File: config.mk
export PLATFORM = sky130hd
export DESIGN_NAME = convex_hull_monotone_chain_top_flat
export DESIGN_NICKNAME = d
export VERILOG_FILES = /design/src/rtl/cvxhull_pkg.sv /design/src/rtl/cvxhull_point_if.sv /design/src/rtl/cvxhull_hull_if.sv /design/src/rtl/cvxhull_point_store.sv /design/src/rtl/cvxhull_stack.sv /design/src/rtl/cvxhull_cross.sv /design/src/rtl/cvxhull_ctrl.sv /design/src/rtl/convex_hull_monotone_chain_top.sv /design/src/flat_wrapper.sv
export SDC_FILE = /design/constraint.sdc
export NUM_CORES = 2
export LEC_CHECK = 0
export BUFFER_PORTS_ARGS = -buffer_cell sky130_fd_sc_hd__buf_2
export CAP_MARGIN = 10
export CORE_UTILIZATION = 50
export CTS_BUF_LIST = sky130_fd_sc_hd__clkbuf_8
export CTS_CLUSTER_SIZE = 28
export DETAILED_ROUTE_END_ITERATION = 10
export GPL_TIMING_DRIVEN = 0
export PLACE_DENSITY = 0.71
export SYNTH_ARGS = -nofsm -noshare
export SYNTH_HDL_FRONTEND = slang
export SYNTH_SLANG_ARGS = --single-unit
File: constraint.sdc
create_clock -name clk_i -period 8.1 [get_ports clk_i]
set_clock_uncertainty 0.05 [all_clocks]
set_input_delay 0.405 -clock clk_i [delete_from_list [all_inputs] [get_ports clk_i]]
set_output_delay 0.405 -clock clk_i [all_outputs]
set_load 0.005 [all_outputs]
File: src/rtl/cvxhull_pkg.sv
// ----------------------------------------------------------------------------
// cvxhull_pkg
// Shared types for the monotone chain convex hull block.
// ----------------------------------------------------------------------------
package cvxhull_pkg;

  typedef enum logic [13:0] {
    S_IDLE   = 14'b00000000000001,
    S_INIT   = 14'b00000000000010,
    S_VSTART = 14'b00000000000100,
    S_LATC   = 14'b00000000001000,
    S_TEST   = 14'b00000000010000,
    S_RDPT   = 14'b00000000100000,
    S_DIFF   = 14'b00000001000000,
    S_MUL1   = 14'b00000010000000,
    S_MUL2   = 14'b00000100000000,
    S_CMP    = 14'b00001000000000,
    S_PUSH   = 14'b00010000000000,
    S_EMRD   = 14'b00100000000000,
    S_EMWAIT = 14'b01000000000000,
    S_EMOUT  = 14'b10000000000000
  } state_e;

  typedef struct packed {
    logic latch_c;
    logic diff;
    logic mul1;
    logic mul2;
  } cross_ctl_t;

endpackage

File: src/rtl/cvxhull_point_if.sv
// ----------------------------------------------------------------------------
// cvxhull_point_if
// Point request channel: coordinates and end-of-set mark.
// ----------------------------------------------------------------------------
interface cvxhull_point_if #(
  parameter int COORD_BITS = 16
);
  logic                         valid;
  logic                         ready;
  logic signed [COORD_BITS-1:0] point_x;
  logic signed [COORD_BITS-1:0] point_y;
  logic                         last_point;

  modport source (output valid, output point_x, output point_y, output last_point,
                  input ready);
  modport sink   (input valid, input point_x, input point_y, input last_point,
                  output ready);
endinterface

File: src/rtl/cvxhull_hull_if.sv
// ----------------------------------------------------------------------------
// cvxhull_hull_if
// Hull result channel: vertex index and loop-closing mark.
// ----------------------------------------------------------------------------
interface cvxhull_hull_if #(
  parameter int IDX_W = 5
);
  logic             valid;
  logic             ready;
  logic [IDX_W-1:0] hull_index;
  logic             hull_last;

  modport source (output valid, output hull_index, output hull_last, input ready);
  modport sink   (input valid, input hull_index, input hull_last, output ready);
endinterface

File: src/rtl/cvxhull_point_store.sv
// ----------------------------------------------------------------------------
// cvxhull_point_store
// Point memory, one write and two registered read ports.
// ----------------------------------------------------------------------------
module cvxhull_point_store #(
  parameter int DEPTH  = 32,
  parameter int WIDTH  = 32,
  parameter int ADDR_W = 5
) (
  input  logic              clk_i,
  input  logic              we_i,
  input  logic [ADDR_W-1:0] waddr_i,
  input  logic [WIDTH-1:0]  wdata_i,
  input  logic [ADDR_W-1:0] raddr_a_i,
  input  logic [ADDR_W-1:0] raddr_b_i,
  output logic [WIDTH-1:0]  rdata_a_o,
  output logic [WIDTH-1:0]  rdata_b_o
);

  logic [WIDTH-1:0] mem_q [DEPTH];

  always_ff @(posedge clk_i) begin
    if (we_i) begin
      mem_q[waddr_i] <= wdata_i;
    end
    rdata_a_o <= mem_q[raddr_a_i];
    rdata_b_o <= mem_q[raddr_b_i];
  end

endmodule

File: src/rtl/cvxhull_stack.sv
// ----------------------------------------------------------------------------
// cvxhull_stack
// Hull index stack memory, one write and two registered read ports.
// ----------------------------------------------------------------------------
module cvxhull_stack #(
  parameter int DEPTH  = 64,
  parameter int WIDTH  = 5,
  parameter int ADDR_W = 6
) (
  input  logic              clk_i,
  input  logic              we_i,
  input  logic [ADDR_W-1:0] waddr_i,
  input  logic [WIDTH-1:0]  wdata_i,
  input  logic [ADDR_W-1:0] raddr_a_i,
  input  logic [ADDR_W-1:0] raddr_b_i,
  output logic [WIDTH-1:0]  rdata_a_o,
  output logic [WIDTH-1:0]  rdata_b_o
);

  logic [WIDTH-1:0] mem_q [DEPTH];

  always_ff @(posedge clk_i) begin
    if (we_i) begin
      mem_q[waddr_i] <= wdata_i;
    end
    rdata_a_o <= mem_q[raddr_a_i];
    rdata_b_o <= mem_q[raddr_b_i];
  end

endmodule

File: src/rtl/cvxhull_cross.sv
// ----------------------------------------------------------------------------
// cvxhull_cross
// Cross product sign unit: one shared multiplier, two passes, then compare.
// ----------------------------------------------------------------------------
module cvxhull_cross #(
  parameter int COORD_BITS = 16
) (
  input  logic                         clk_i,
  input  cvxhull_pkg::cross_ctl_t      ctl_i,
  input  logic signed [COORD_BITS-1:0] a_x_i,
  input  logic signed [COORD_BITS-1:0] a_y_i,
  input  logic signed [COORD_BITS-1:0] b_x_i,
  input  logic signed [COORD_BITS-1:0] b_y_i,
  output logic                         gt_o
);

  localparam int DW = COORD_BITS + 1;
  localparam int PW = 2 * DW;

  logic signed [COORD_BITS-1:0] c_x_q, c_y_q;
  logic signed [DW-1:0]         dxt_q, dyt_q, dxc_q, dyc_q;
  logic signed [DW-1:0]         mul_a, mul_b;
  logic signed [PW-1:0]         prod;
  logic signed [PW-1:0]         p1_q, p2_q;

  // a = second (s), b = top (t), c latched earlier from port a
  always_ff @(posedge clk_i) begin
    if (ctl_i.latch_c) begin
      c_x_q <= a_x_i;
      c_y_q <= a_y_i;
    end
    if (ctl_i.diff) begin
      dxt_q <= DW'(b_x_i) - DW'(a_x_i);
      dyt_q <= DW'(b_y_i) - DW'(a_y_i);
      dxc_q <= DW'(c_x_q) - DW'(a_x_i);
      dyc_q <= DW'(c_y_q) - DW'(a_y_i);
    end
    if (ctl_i.mul1) begin
      p1_q <= prod;
    end
    if (ctl_i.mul2) begin
      p2_q <= prod;
    end
  end

  assign mul_a = ctl_i.mul2 ? dyt_q : dxt_q;
  assign mul_b = ctl_i.mul2 ? dxc_q : dyc_q;
  assign prod  = PW'(mul_a) * PW'(mul_b);
  assign gt_o  = p1_q > p2_q;

endmodule

File: src/rtl/cvxhull_ctrl.sv
// ----------------------------------------------------------------------------
// cvxhull_ctrl
// Sequencer: point loading, forward and backward chain passes, hull output.
// ----------------------------------------------------------------------------
module cvxhull_ctrl #(
  parameter int MAX_POINTS = 32
) (
  input  logic                            clk_i,
  input  logic                            rst_ni,
  input  logic                            in_valid_i,
  output logic                            in_ready_o,
  input  logic                            in_last_i,
  output logic                            out_valid_o,
  input  logic                            out_ready_i,
  output logic [$clog2(MAX_POINTS)-1:0]   out_index_o,
  output logic                            out_last_o,
  output logic                            pt_we_o,
  output logic [$clog2(MAX_POINTS)-1:0]   pt_waddr_o,
  output logic [$clog2(MAX_POINTS)-1:0]   pt_raddr_a_o,
  output logic [$clog2(MAX_POINTS)-1:0]   pt_raddr_b_o,
  output logic                            stk_we_o,
  output logic [$clog2(2*MAX_POINTS)-1:0] stk_waddr_o,
  output logic [$clog2(MAX_POINTS)-1:0]   stk_wdata_o,
  output logic [$clog2(2*MAX_POINTS)-1:0] stk_raddr_a_o,
  output logic [$clog2(2*MAX_POINTS)-1:0] stk_raddr_b_o,
  input  logic [$clog2(MAX_POINTS)-1:0]   stk_rdata_a_i,
  input  logic [$clog2(MAX_POINTS)-1:0]   stk_rdata_b_i,
  output cvxhull_pkg::cross_ctl_t         cross_ctl_o,
  input  logic                            cross_gt_i
);

  localparam int IDX_W = $clog2(MAX_POINTS);
  localparam int CNT_W = $clog2(MAX_POINTS + 1);
  localparam int SA_W  = $clog2(2 * MAX_POINTS);
  localparam int DPW   = $clog2(2 * MAX_POINTS + 1);
  localparam logic [CNT_W-1:0] MaxCnt   = CNT_W'(MAX_POINTS);
  localparam logic [DPW-1:0]   StkDepth = DPW'(2 * MAX_POINTS);

  cvxhull_pkg::state_e state_q, state_d;
  logic [CNT_W-1:0] cnt_q, cnt_d;
  logic [DPW-1:0]   depth_q, depth_d, floor_q, floor_d, push_depth, limit;
  logic [IDX_W-1:0] v_q, v_d;
  logic             bwd_q, bwd_d;
  logic [SA_W-1:0]  k_q, k_d;
  logic             out_valid_q, out_valid_d, out_last_q, out_last_d;
  logic [IDX_W-1:0] out_index_q, out_index_d;
  logic [DPW-1:0]   depth_m1, depth_m2;
  logic [CNT_W-1:0] cnt_m2;

  assign push_depth = (depth_q < StkDepth) ? depth_q + DPW'(1) : depth_q;
  assign limit      = bwd_q ? floor_q : DPW'(1);
  assign depth_m1   = depth_q - DPW'(1);
  assign depth_m2   = depth_q - DPW'(2);
  assign cnt_m2     = cnt_q - CNT_W'(2);

  always_comb begin
    state_d       = state_q;
    cnt_d         = cnt_q;
    depth_d       = depth_q;
    floor_d       = floor_q;
    v_d           = v_q;
    bwd_d         = bwd_q;
    k_d           = k_q;
    out_valid_d   = out_valid_q;
    out_last_d    = out_last_q;
    out_index_d   = out_index_q;
    in_ready_o    = 1'b0;
    pt_we_o       = 1'b0;
    pt_waddr_o    = cnt_q[IDX_W-1:0];
    pt_raddr_a_o  = stk_rdata_a_i;
    pt_raddr_b_o  = stk_rdata_b_i;
    stk_we_o      = 1'b0;
    stk_waddr_o   = depth_q[SA_W-1:0];
    stk_wdata_o   = v_q;
    stk_raddr_a_o = depth_m2[SA_W-1:0];
    stk_raddr_b_o = depth_m1[SA_W-1:0];
    cross_ctl_o   = '0;

    unique case (state_q)
      cvxhull_pkg::S_IDLE: begin
        in_ready_o = 1'b1;
        if (in_valid_i) begin
          if (cnt_q < MaxCnt) begin
            pt_we_o = 1'b1;
            cnt_d   = cnt_q + CNT_W'(1);
          end
          if (in_last_i) begin
            state_d = cvxhull_pkg::S_INIT;
          end
        end
      end
      cvxhull_pkg::S_INIT: begin
        stk_we_o    = 1'b1;
        stk_waddr_o = '0;
        stk_wdata_o = '0;
        depth_d     = DPW'(1);
        bwd_d       = 1'b0;
        k_d         = '0;
        if (cnt_q >= CNT_W'(2)) begin
          v_d     = IDX_W'(1);
          state_d = cvxhull_pkg::S_VSTART;
        end else begin
          state_d = cvxhull_pkg::S_EMRD;
        end
      end
      cvxhull_pkg::S_VSTART: begin
        pt_raddr_a_o = v_q;
        state_d      = cvxhull_pkg::S_LATC;
      end
      cvxhull_pkg::S_LATC: begin
        cross_ctl_o.latch_c = 1'b1;
        state_d             = cvxhull_pkg::S_TEST;
      end
      cvxhull_pkg::S_TEST: begin
        if (depth_q > limit) begin
          state_d = cvxhull_pkg::S_RDPT;
        end else begin
          state_d = cvxhull_pkg::S_PUSH;
        end
      end
      cvxhull_pkg::S_RDPT: begin
        state_d = cvxhull_pkg::S_DIFF;
      end
      cvxhull_pkg::S_DIFF: begin
        cross_ctl_o.diff = 1'b1;
        state_d          = cvxhull_pkg::S_MUL1;
      end
      cvxhull_pkg::S_MUL1: begin
        cross_ctl_o.mul1 = 1'b1;
        state_d          = cvxhull_pkg::S_MUL2;
      end
      cvxhull_pkg::S_MUL2: begin
        cross_ctl_o.mul2 = 1'b1;
        state_d          = cvxhull_pkg::S_CMP;
      end
      cvxhull_pkg::S_CMP: begin
        if (cross_gt_i) begin
          depth_d = depth_m1;
          state_d = cvxhull_pkg::S_TEST;
        end else begin
          state_d = cvxhull_pkg::S_PUSH;
        end
      end
      cvxhull_pkg::S_PUSH: begin
        stk_we_o = depth_q < StkDepth;
        depth_d  = push_depth;
        state_d  = cvxhull_pkg::S_VSTART;
        if (!bwd_q) begin
          if (CNT_W'(v_q) + CNT_W'(1) == cnt_q) begin
            floor_d = push_depth;
            bwd_d   = 1'b1;
            v_d     = cnt_m2[IDX_W-1:0];
          end else begin
            v_d = v_q + IDX_W'(1);
          end
        end else if (v_q == '0) begin
          k_d     = '0;
          state_d = cvxhull_pkg::S_EMRD;
        end else begin
          v_d = v_q - IDX_W'(1);
        end
      end
      cvxhull_pkg::S_EMRD: begin
        stk_raddr_a_o = k_q;
        state_d       = cvxhull_pkg::S_EMWAIT;
      end
      cvxhull_pkg::S_EMWAIT: begin
        out_valid_d = 1'b1;
        out_index_d = stk_rdata_a_i;
        out_last_d  = DPW'(k_q) + DPW'(1) == depth_q;
        state_d     = cvxhull_pkg::S_EMOUT;
      end
      cvxhull_pkg::S_EMOUT: begin
        if (out_ready_i) begin
          out_valid_d = 1'b0;
          if (out_last_q) begin
            cnt_d   = '0;
            depth_d = '0;
            state_d = cvxhull_pkg::S_IDLE;
          end else begin
            k_d     = k_q + SA_W'(1);
            state_d = cvxhull_pkg::S_EMRD;
          end
        end
      end
      default: begin
        state_d = cvxhull_pkg::S_IDLE;
      end
    endcase
  end

  always_ff @(posedge clk_i or negedge rst_ni) begin
    if (!rst_ni) begin
      state_q     <= cvxhull_pkg::S_IDLE;
      cnt_q       <= '0;
      depth_q     <= '0;
      floor_q     <= '0;
      v_q         <= '0;
      bwd_q       <= 1'b0;
      k_q         <= '0;
      out_valid_q <= 1'b0;
    end else begin
      state_q     <= state_d;
      cnt_q       <= cnt_d;
      depth_q     <= depth_d;
      floor_q     <= floor_d;
      v_q         <= v_d;
      bwd_q       <= bwd_d;
      k_q         <= k_d;
      out_valid_q <= out_valid_d;
    end
  end

  always_ff @(posedge clk_i) begin
    out_index_q <= out_index_d;
    out_last_q  <= out_last_d;
  end

  assign out_valid_o = out_valid_q;
  assign out_index_o = out_index_q;
  assign out_last_o  = out_last_q;

endmodule

File: src/rtl/convex_hull_monotone_chain_top.sv
// ----------------------------------------------------------------------------
// convex_hull_monotone_chain_top
// Convex hull of a sorted point set by the monotone chain method.
// ----------------------------------------------------------------------------
// Usage:
//   point_i takes one point request per cycle while the block is loading,
//   sorted by x then y; points beyond MAX_POINTS are dropped. The request
//   marked last_point starts the hull: a forward chain pass, then a backward
//   pass that never pops below the forward chain's end. Collinear boundary
//   points are kept.
//   hull_o then gives the hull as a closed loop of load-order indices from
//   index 0 back to index 0, hull_last set on the closing one.
//   Hull: an init step; each chain step reads and latches the new point, and
//   each cross product test reads the stack points, forms the differences,
//   makes two passes of the one shared multiplier and compares, then pops or
//   pushes. Each output reads the stack and registers the result. point_i is
//   not ready from the last point until the closing result is taken.
//   A stalled receiver holds the current result in the output register.
//   Reset empties the point set; no clearing pass is needed.
// ----------------------------------------------------------------------------
module convex_hull_monotone_chain_top #(
  parameter int MAX_POINTS = 32,
  parameter int COORD_BITS = 16
) (
  input  logic                  clk_i,
  input  logic                  rst_ni,
  cvxhull_point_if.sink         point_i,
  cvxhull_hull_if.source        hull_o
);

  localparam int IDX_W = $clog2(MAX_POINTS);
  localparam int SA_W  = $clog2(2 * MAX_POINTS);
  localparam int PT_W  = 2 * COORD_BITS;

  logic                         pt_we;
  logic [IDX_W-1:0]             pt_waddr, pt_raddr_a, pt_raddr_b;
  logic [PT_W-1:0]              pt_rdata_a, pt_rdata_b;
  logic                         stk_we;
  logic [SA_W-1:0]              stk_waddr, stk_raddr_a, stk_raddr_b;
  logic [IDX_W-1:0]             stk_wdata, stk_rdata_a, stk_rdata_b;
  cvxhull_pkg::cross_ctl_t      cross_ctl;
  logic                         cross_gt;

  cvxhull_point_store #(
    .DEPTH  (MAX_POINTS),
    .WIDTH  (PT_W),
    .ADDR_W (IDX_W)
  ) u_store (
    .clk_i     (clk_i),
    .we_i      (pt_we),
    .waddr_i   (pt_waddr),
    .wdata_i   ({point_i.point_x, point_i.point_y}),
    .raddr_a_i (pt_raddr_a),
    .raddr_b_i (pt_raddr_b),
    .rdata_a_o (pt_rdata_a),
    .rdata_b_o (pt_rdata_b)
  );

  cvxhull_stack #(
    .DEPTH  (2 * MAX_POINTS),
    .WIDTH  (IDX_W),
    .ADDR_W (SA_W)
  ) u_stack (
    .clk_i     (clk_i),
    .we_i      (stk_we),
    .waddr_i   (stk_waddr),
    .wdata_i   (stk_wdata),
    .raddr_a_i (stk_raddr_a),
    .raddr_b_i (stk_raddr_b),
    .rdata_a_o (stk_rdata_a),
    .rdata_b_o (stk_rdata_b)
  );

  cvxhull_cross #(
    .COORD_BITS (COORD_BITS)
  ) u_cross (
    .clk_i (clk_i),
    .ctl_i (cross_ctl),
    .a_x_i (pt_rdata_a[PT_W-1:COORD_BITS]),
    .a_y_i (pt_rdata_a[COORD_BITS-1:0]),
    .b_x_i (pt_rdata_b[PT_W-1:COORD_BITS]),
    .b_y_i (pt_rdata_b[COORD_BITS-1:0]),
    .gt_o  (cross_gt)
  );

  cvxhull_ctrl #(
    .MAX_POINTS (MAX_POINTS)
  ) u_ctrl (
    .clk_i         (clk_i),
    .rst_ni        (rst_ni),
    .in_valid_i    (point_i.valid),
    .in_ready_o    (point_i.ready),
    .in_last_i     (point_i.last_point),
    .out_valid_o   (hull_o.valid),
    .out_ready_i   (hull_o.ready),
    .out_index_o   (hull_o.hull_index),
    .out_last_o    (hull_o.hull_last),
    .pt_we_o       (pt_we),
    .pt_waddr_o    (pt_waddr),
    .pt_raddr_a_o  (pt_raddr_a),
    .pt_raddr_b_o  (pt_raddr_b),
    .stk_we_o      (stk_we),
    .stk_waddr_o   (stk_waddr),
    .stk_wdata_o   (stk_wdata),
    .stk_raddr_a_o (stk_raddr_a),
    .stk_raddr_b_o (stk_raddr_b),
    .stk_rdata_a_i (stk_rdata_a),
    .stk_rdata_b_i (stk_rdata_b),
    .cross_ctl_o   (cross_ctl),
    .cross_gt_i    (cross_gt)
  );

endmodule
File: src/flat_wrapper.sv
// flat-port wrapper written by rule: the top's interface ports become plain ports
module convex_hull_monotone_chain_top_flat 
#(
  parameter int MAX_POINTS = 32,
  parameter int COORD_BITS = 16
)
  (clk_i, rst_ni, point_i_valid, point_i_point_x, point_i_point_y, point_i_last_point, point_i_ready, hull_o_valid, hull_o_hull_index, hull_o_hull_last, hull_o_ready);
  cvxhull_point_if #(.COORD_BITS(COORD_BITS)) point_i_i ();
  cvxhull_hull_if hull_o_i ();
  input  logic clk_i;
  input  logic rst_ni;
  input wire logic [$bits(point_i_i.valid)-1:0] point_i_valid;
  input wire logic [$bits(point_i_i.point_x)-1:0] point_i_point_x;
  input wire logic [$bits(point_i_i.point_y)-1:0] point_i_point_y;
  input wire logic [$bits(point_i_i.last_point)-1:0] point_i_last_point;
  output wire logic [$bits(point_i_i.ready)-1:0] point_i_ready;
  output wire logic [$bits(hull_o_i.valid)-1:0] hull_o_valid;
  output wire logic [$bits(hull_o_i.hull_index)-1:0] hull_o_hull_index;
  output wire logic [$bits(hull_o_i.hull_last)-1:0] hull_o_hull_last;
  input wire logic [$bits(hull_o_i.ready)-1:0] hull_o_ready;
  assign point_i_i.valid = point_i_valid;
  assign point_i_i.point_x = point_i_point_x;
  assign point_i_i.point_y = point_i_point_y;
  assign point_i_i.last_point = point_i_last_point;
  assign point_i_ready = point_i_i.ready;
  assign hull_o_valid = hull_o_i.valid;
  assign hull_o_hull_index = hull_o_i.hull_index;
  assign hull_o_hull_last = hull_o_i.hull_last;
  assign hull_o_i.ready = hull_o_ready;
  convex_hull_monotone_chain_top #(.MAX_POINTS(MAX_POINTS), .COORD_BITS(COORD_BITS)) u_core (.clk_i(clk_i), .rst_ni(rst_ni), .point_i(point_i_i), .hull_o(hull_o_i));
endmodule
# Word-level counts from Yosys, hierarchy flattened
# Memories as Yosys holds them, arrays and structs flattened. A register that Yosys moved wholly into a read port is not among the register bits.
# Cells that the tools add are included.
# word_totals
n_memories	2
mem_bits_rw	1344
ff_bits	221
elab_cells	136
# mem_list
name	depth	word_bits	read_ports	rd_clocked_by_memory_dff	wr	line_no	source
u_core.u_store.mem_q	32	32	2	2	1	cvxhull_point_store.sv:20	logic [WIDTH-1:0] mem_q [DEPTH];
u_core.u_stack.mem_q	64	5	2	2	1	cvxhull_stack.sv:20	logic [WIDTH-1:0] mem_q [DEPTH];
# classes
n_mul	1
muxes	55
n_lt_le_gt_ge	5
n_reduce_logical	13
n_addsub	14
n_eq_ne	27
bitwise_logic	1
# op_table
operator	n
$pmux W14 S14	1
$sub A16 B16 Y17	4
$mux W6	10
$mux W12	4
$mux W14	3
$mux W7	5
$gt A34 B34 Y1	1
$mul A17 B17 Y34	1
$mux W17	2
$mux W5	6
$pmux W7 S4	1
$mux W11	2
$ne A2 B2 Y1 const B	9
$pmux W6 S3	1
$mux W1	15
$eq A14 B1 Y1 const B	1
$eq A14 B10 Y1 const B	1
$eq A14 B11 Y1 const B	1
$eq A14 B12 Y1 const B	1
$eq A14 B13 Y1 const B	1
$eq A14 B14 Y1 const B	1
$eq A14 B2 Y1 const B	1
$eq A14 B3 Y1 const B	1
$eq A14 B4 Y1 const B	1
other kinds (34)	42

# Longest topological paths before layout
# logic_depth
word_depth	6
depth_mapped	33
depth_no_buf	29

# Hierarchy
# A second synthesis with hierarchy kept.
# unflattened
hier_cells	6704
area_unflattened_um2	89587.2
# by_module_without_submodules
mod	cells_each	seq_area_each_um2	area_each_um2	n_inst
cvxhull_point_store	3450	32030.7	50070.5	1
cvxhull_cross	1967	5044.8	20019.2	1
cvxhull_stack	832	9809.4	15493.6	1
cvxhull_ctrl	455	1357.6	4003.8	1

# Worst setup path before layout
# No wires, ideal clock.
# synth_path
path_type	reg-to-reg
from	reg u_core.u_ctrl.state_q[3]
to	reg u_core.u_cross.p1_q[32], data pin
path_stages_with_launch	29
path_buffers	4
arrival_time_ns	8.433
required_ns	7.784
slack_ns	-0.649
setup_time_ns	0.266
cell_sequence	dfrtp_1 > nor4_4 > and2_1 > clkbuf_1 > nand4b_1 > buf_2 > inv_1 > clkbuf_1 > clkbuf_1 > nand2_1 > nand2_1 > nand2_1 > fa_1 > fa_1 > fa_1 > inv_1 > fa_1 > fa_1 > inv_1 > fa_1 > inv_1 > ha_1 > a211oi_1 > a221oi_1 > a221oi_1 > o31ai_1 > a211oi_1 > a21oi_1 > xor2_1
# synth_via
elab_chain_cells	4
# synth_lines
item	line_no	source
from (decl)	cvxhull_ctrl.sv:39	cvxhull_pkg::state_e state_q, state_d;
from (signal assigned)	cvxhull_ctrl.sv:194	state_q <= cvxhull_pkg::S_IDLE;
from (signal assigned)	cvxhull_ctrl.sv:203	state_q <= state_d;
$eq A14 B9 Y1 (*)	cvxhull_ctrl.sv:79	unique case (state_q)
$mux W1 (*)	cvxhull_ctrl.sv:79	
$mux W17 (on tied branches)	cvxhull_cross.sv:46, cvxhull_cross.sv:47	
$mul A17 B17 Y34 (*)	cvxhull_cross.sv:48	assign prod = PW'(mul_a) * PW'(mul_b);
net u_core.u_cross.prod[32]	cvxhull_cross.sv:23	logic signed [PW-1:0] prod;
to (signal assigned)	cvxhull_cross.sv:39	p1_q <= prod;
to (decl)	cvxhull_cross.sv:24	logic signed [PW-1:0] p1_q, p2_q;
# The timed path passes the listed nets; every way through them passes the cells marked *.
# A chain may end at the register's enable or synchronous reset.

# Final worst setup path
# layout_path
from	reg u_core.u_ctrl.state_q[1]
to	reg u_core.u_cross.p2_q[31], data pin
# layout_via
elab_chain_cells	4
# layout_lines
item	line_no	source
$eq A14 B9 Y1 (*)	cvxhull_ctrl.sv:79	
$mux W1 (*)	cvxhull_ctrl.sv:79	
$mux W17 (on tied branches)	cvxhull_cross.sv:46, cvxhull_cross.sv:47	
$mul A17 B17 Y34 (*)	cvxhull_cross.sv:48	
net u_core.u_cross.prod[31]	cvxhull_cross.sv:23	
to (signal assigned)	cvxhull_cross.sv:42	p2_q <= prod;
to (decl)	cvxhull_cross.sv:24	
# Marked as above.

==> impl_results.md <==
- Outcome: completed
- Primary FF master, synth: edfxtp_1
- Maximum clock path buffer count: 4
- 1st-iter DRT viols: between 9000 and 10000
- Rows: between 150 and 200
- Reg2Reg Setup Slack: 0.27 ns
- Synth top area share: 52.3%
- CTS tree: done
- Total Wirelength: approximately 280 mm
- Clock slew at reported path FFs: 0.06 ns
- Mapped Nets: 7082
- Layout area overhead: 12.6%
- CP peak stage delay: between 0.5 and 0.6 ns
- Number of port buffers: 44
- Die X: approximately 420 µm
- Syn avg cell area: about 13 µm²
- DRC viols: 0
- Layout cells sized above 1: 16.7%
- FMAX: roughly 130 MHz
- Initial antenna violation count: 18
- Crit path kind: reg -> reg
- Register area share after synthesis: 55.3%
- Overflow after GRT: 0
- DR WL/cell: 29.6 µm
- Footprint of the multi-input gates: 36600 µm²
- Crit-path max FO: 10
- Fill count: 13600
- EDFF count, synth: 1518
- GP Congestion: approximately 1
- Critical path required time: 8.77 ns
- Utilization after layout: 57.0%
- Setup violators final: 0
- Normalized max-slew margin: between 6 and 7%
- Fin cells: 9517
- # nets final: 7547
- Post-DRT Antenna Nets: 0
- Final hold violations: 0
- Via Count: 61900
- Global-route wire length before repair: 406 mm
- Initial core utilization: 50.6%
- Synth async-reset ratio: under 10%
- Storage element area: 48200 µm²
- Max Slew Vio Count: 0
- Ratio of final minimum period to clock period: a little over nine tenths
- Die area: 176000 µm²
- CP Launch Type: flop
- CTS root buf: clkbuf_8
- Worst Tran Pin Value: 1.40 ns
- Leak pwr: 35.2 nW
- Worst VDD drop: ~0.23 mV
- Commonest non-fill, non-tap cell in the layout: edfxtp_1
- DR pass1 iterations: 7
- Most Frequent Cell on Critical Path: fa_1
- Chip Height: 420 µm
- Fin crit period: 7.83 ns
- H-tree depth: 5
- Post-DP HPWL: 202 mm
- Total Power: 28.7 mW
- Worst skew pair latency: around 1.1 ns
- CP Capture Type: flop
- Max cap viols: 0
- Placed insts: 8953
- Pin count of the biggest net entering global routing: 52
- Vias per cell: 6.50
- Core area: roughly 170000 µm²
- Cells after Synth: 6540
- CTS Buf Count: 289
- Most frequent cells in the layout: 1518 x edfxtp_1, 1234 x nand2_1, 526 x inv_1
- Io pins: 45
- Cell Area, Synth: 87200 µm²
- Arrival time worst endpoint: 8.50 ns
- HP Class: in -> reg
- Synth Warn #: 0
- Largest area contributor in the netlist: edfxtp_1
- Overall Global Routing Usage: 32.1%
- Ranking of synthesized cells by area: edfxtp_1 52%, mux4_2 12%, fa_1 6.9%
- Worst path slowest cell: fa_1
- Distinct cells, synth: 80
- Vias in the first global route: 61600
- Register bit total from synthesis: 1639
- Pwr/cell area: 293 nW/µm²
- Clock Sinks: between 1500 and 2000
## logic make-up (layout without fill, tap and decap cells)
family,Yosys count,count (layout),synth area share [%]
muxes,686,686,14.5
DFF,1639,1639,55.3
xor gates and xnor gates,117,117,1.18
other,0,15,0
adders and majority gates,505,505,9.83
and+or+nand+nor,2215,2215,10.9
AOI/OAI and AO/OA,584,584,4.72
buffers and inverters,794,1446,3.58
## path summary, 6_finish.rpt
path                                         startpoint                        end  cells past startpoint
max reg2reg                    u_core.u_ctrl.state_q[1]    u_core.u_cross.p2_q[31]                     28
min in group asynchronous                        rst_ni       u_core.u_ctrl.k_q[1]                      3
max                            u_core.u_ctrl.state_q[1]    u_core.u_cross.p2_q[31]                     28
min                                       point_i_valid  u_core.u_ctrl.state_q[11]                      5
max in group asynchronous                        rst_ni   u_core.u_ctrl.state_q[0]                      4
min reg2reg                u_core.u_store.rdata_a_o[26]   u_core.u_cross.c_x_q[10]                      0
## layer usage
layer  share of wire, %  wire length, µm  up-vias  global-route usage [%]
li1                   -                -    25200                       -
met1                 35            97700    30500                    40.0
met2                 45           127000     4938                    49.0
met3                 13            37400     1173                    9.80
met4                7.1            20200       16                    20.0
met5              0.059              166        -                       0
## per-stage QoR
stage          cell area [µm²]  setup WS [ns]  hold slack, ns  TNS [ns]
3_5_place_dp             91700          -1.91           0.371    -48.19
3_3_place_gp             90300          -1.86           0.364    -43.97
6_report                 98200          0.267          0.0648         0
5_1_grt                  98100        -0.0555          0.0581    -0.111
2_1_floorplan            87200          0.114          0.0594         0
4_1_cts                  97600        0.00198         0.00922         0
## what timing repair did
action,in CTS,in global routing
gates cloned,2,0
pin swaps,6,11
hold endpoints to repair,1087,18
setup endpoints to repair,42,24
gates resized for setup,105,45
hold buffers,36,1
buffers inserted,5,19
## state kept, by name, indices dropped and copies added (netlist names), 7 cells and up
register	count
u_core.u_cross.c_x_q	16
u_core.u_cross.c_y_q	16
u_core.u_cross.dxc_q	17
u_core.u_cross.dxt_q	17
u_core.u_cross.dyc_q	17
u_core.u_cross.dyt_q	17
u_core.u_cross.p1_q	34
u_core.u_cross.p2_q	34
u_core.u_ctrl.depth_q	7
u_core.u_ctrl.floor_q	7
u_core.u_ctrl.state_q	14
u_core.u_stack.mem_q	320
u_core.u_store.mem_q	1024
u_core.u_store.rdata_a_o	32
u_core.u_store.rdata_b_o	32
## cell type report
class,instances,area share (%)
Sequential cell,1639,49.1
Clock buffer,304,4.26
Antenna cell,15,0.0382
Tap cell,2310,2.94
Timing Repair Buffer,176,2.11
Inverter,434,1.66
Clock inverter,174,0.920
Buffer,358,1.60
Multi-Input combinational cell,4107,37.3
## where the power goes
group	switching, mW	internal [mW]
Clock	3.45	3.67
Sequential	0.278	9.85
Combinational	7.42	4.06
## worst max-delay path: cells and delay by family, from the launching register on
family                     cells  cell delay, ns
AOI/OAI and AO/OA              7            1.43
xor gates and xnor gates       1            0.11
adders and majority gates      7            3.33
buffers and inverters          7            0.83
DFF                            1            0.46
muxes                          1            0.36
and+or+nand+nor                5            0.93
## cells in the mapped netlist (all sizes together), types with 43 or more instances
| library cell | n |
|---|---|
| edfxtp | 1518 |
| buf | 132 |
| a31oi | 153 |
| dfxtp | 74 |
| a32oi | 139 |
| mux4 | 457 |
| nand2 | 1249 |
| nor2 | 369 |
| nor4 | 43 |
| fa | 300 |
| ha | 205 |
| clkbuf | 228 |
| a21oi | 59 |
| inv | 433 |
| mux2i | 192 |
| nand3 | 356 |
| o21ai | 65 |
| xnor2 | 89 |
| dfrtp | 46 |
No activity file was read; power rests on OpenSTA's default activity.
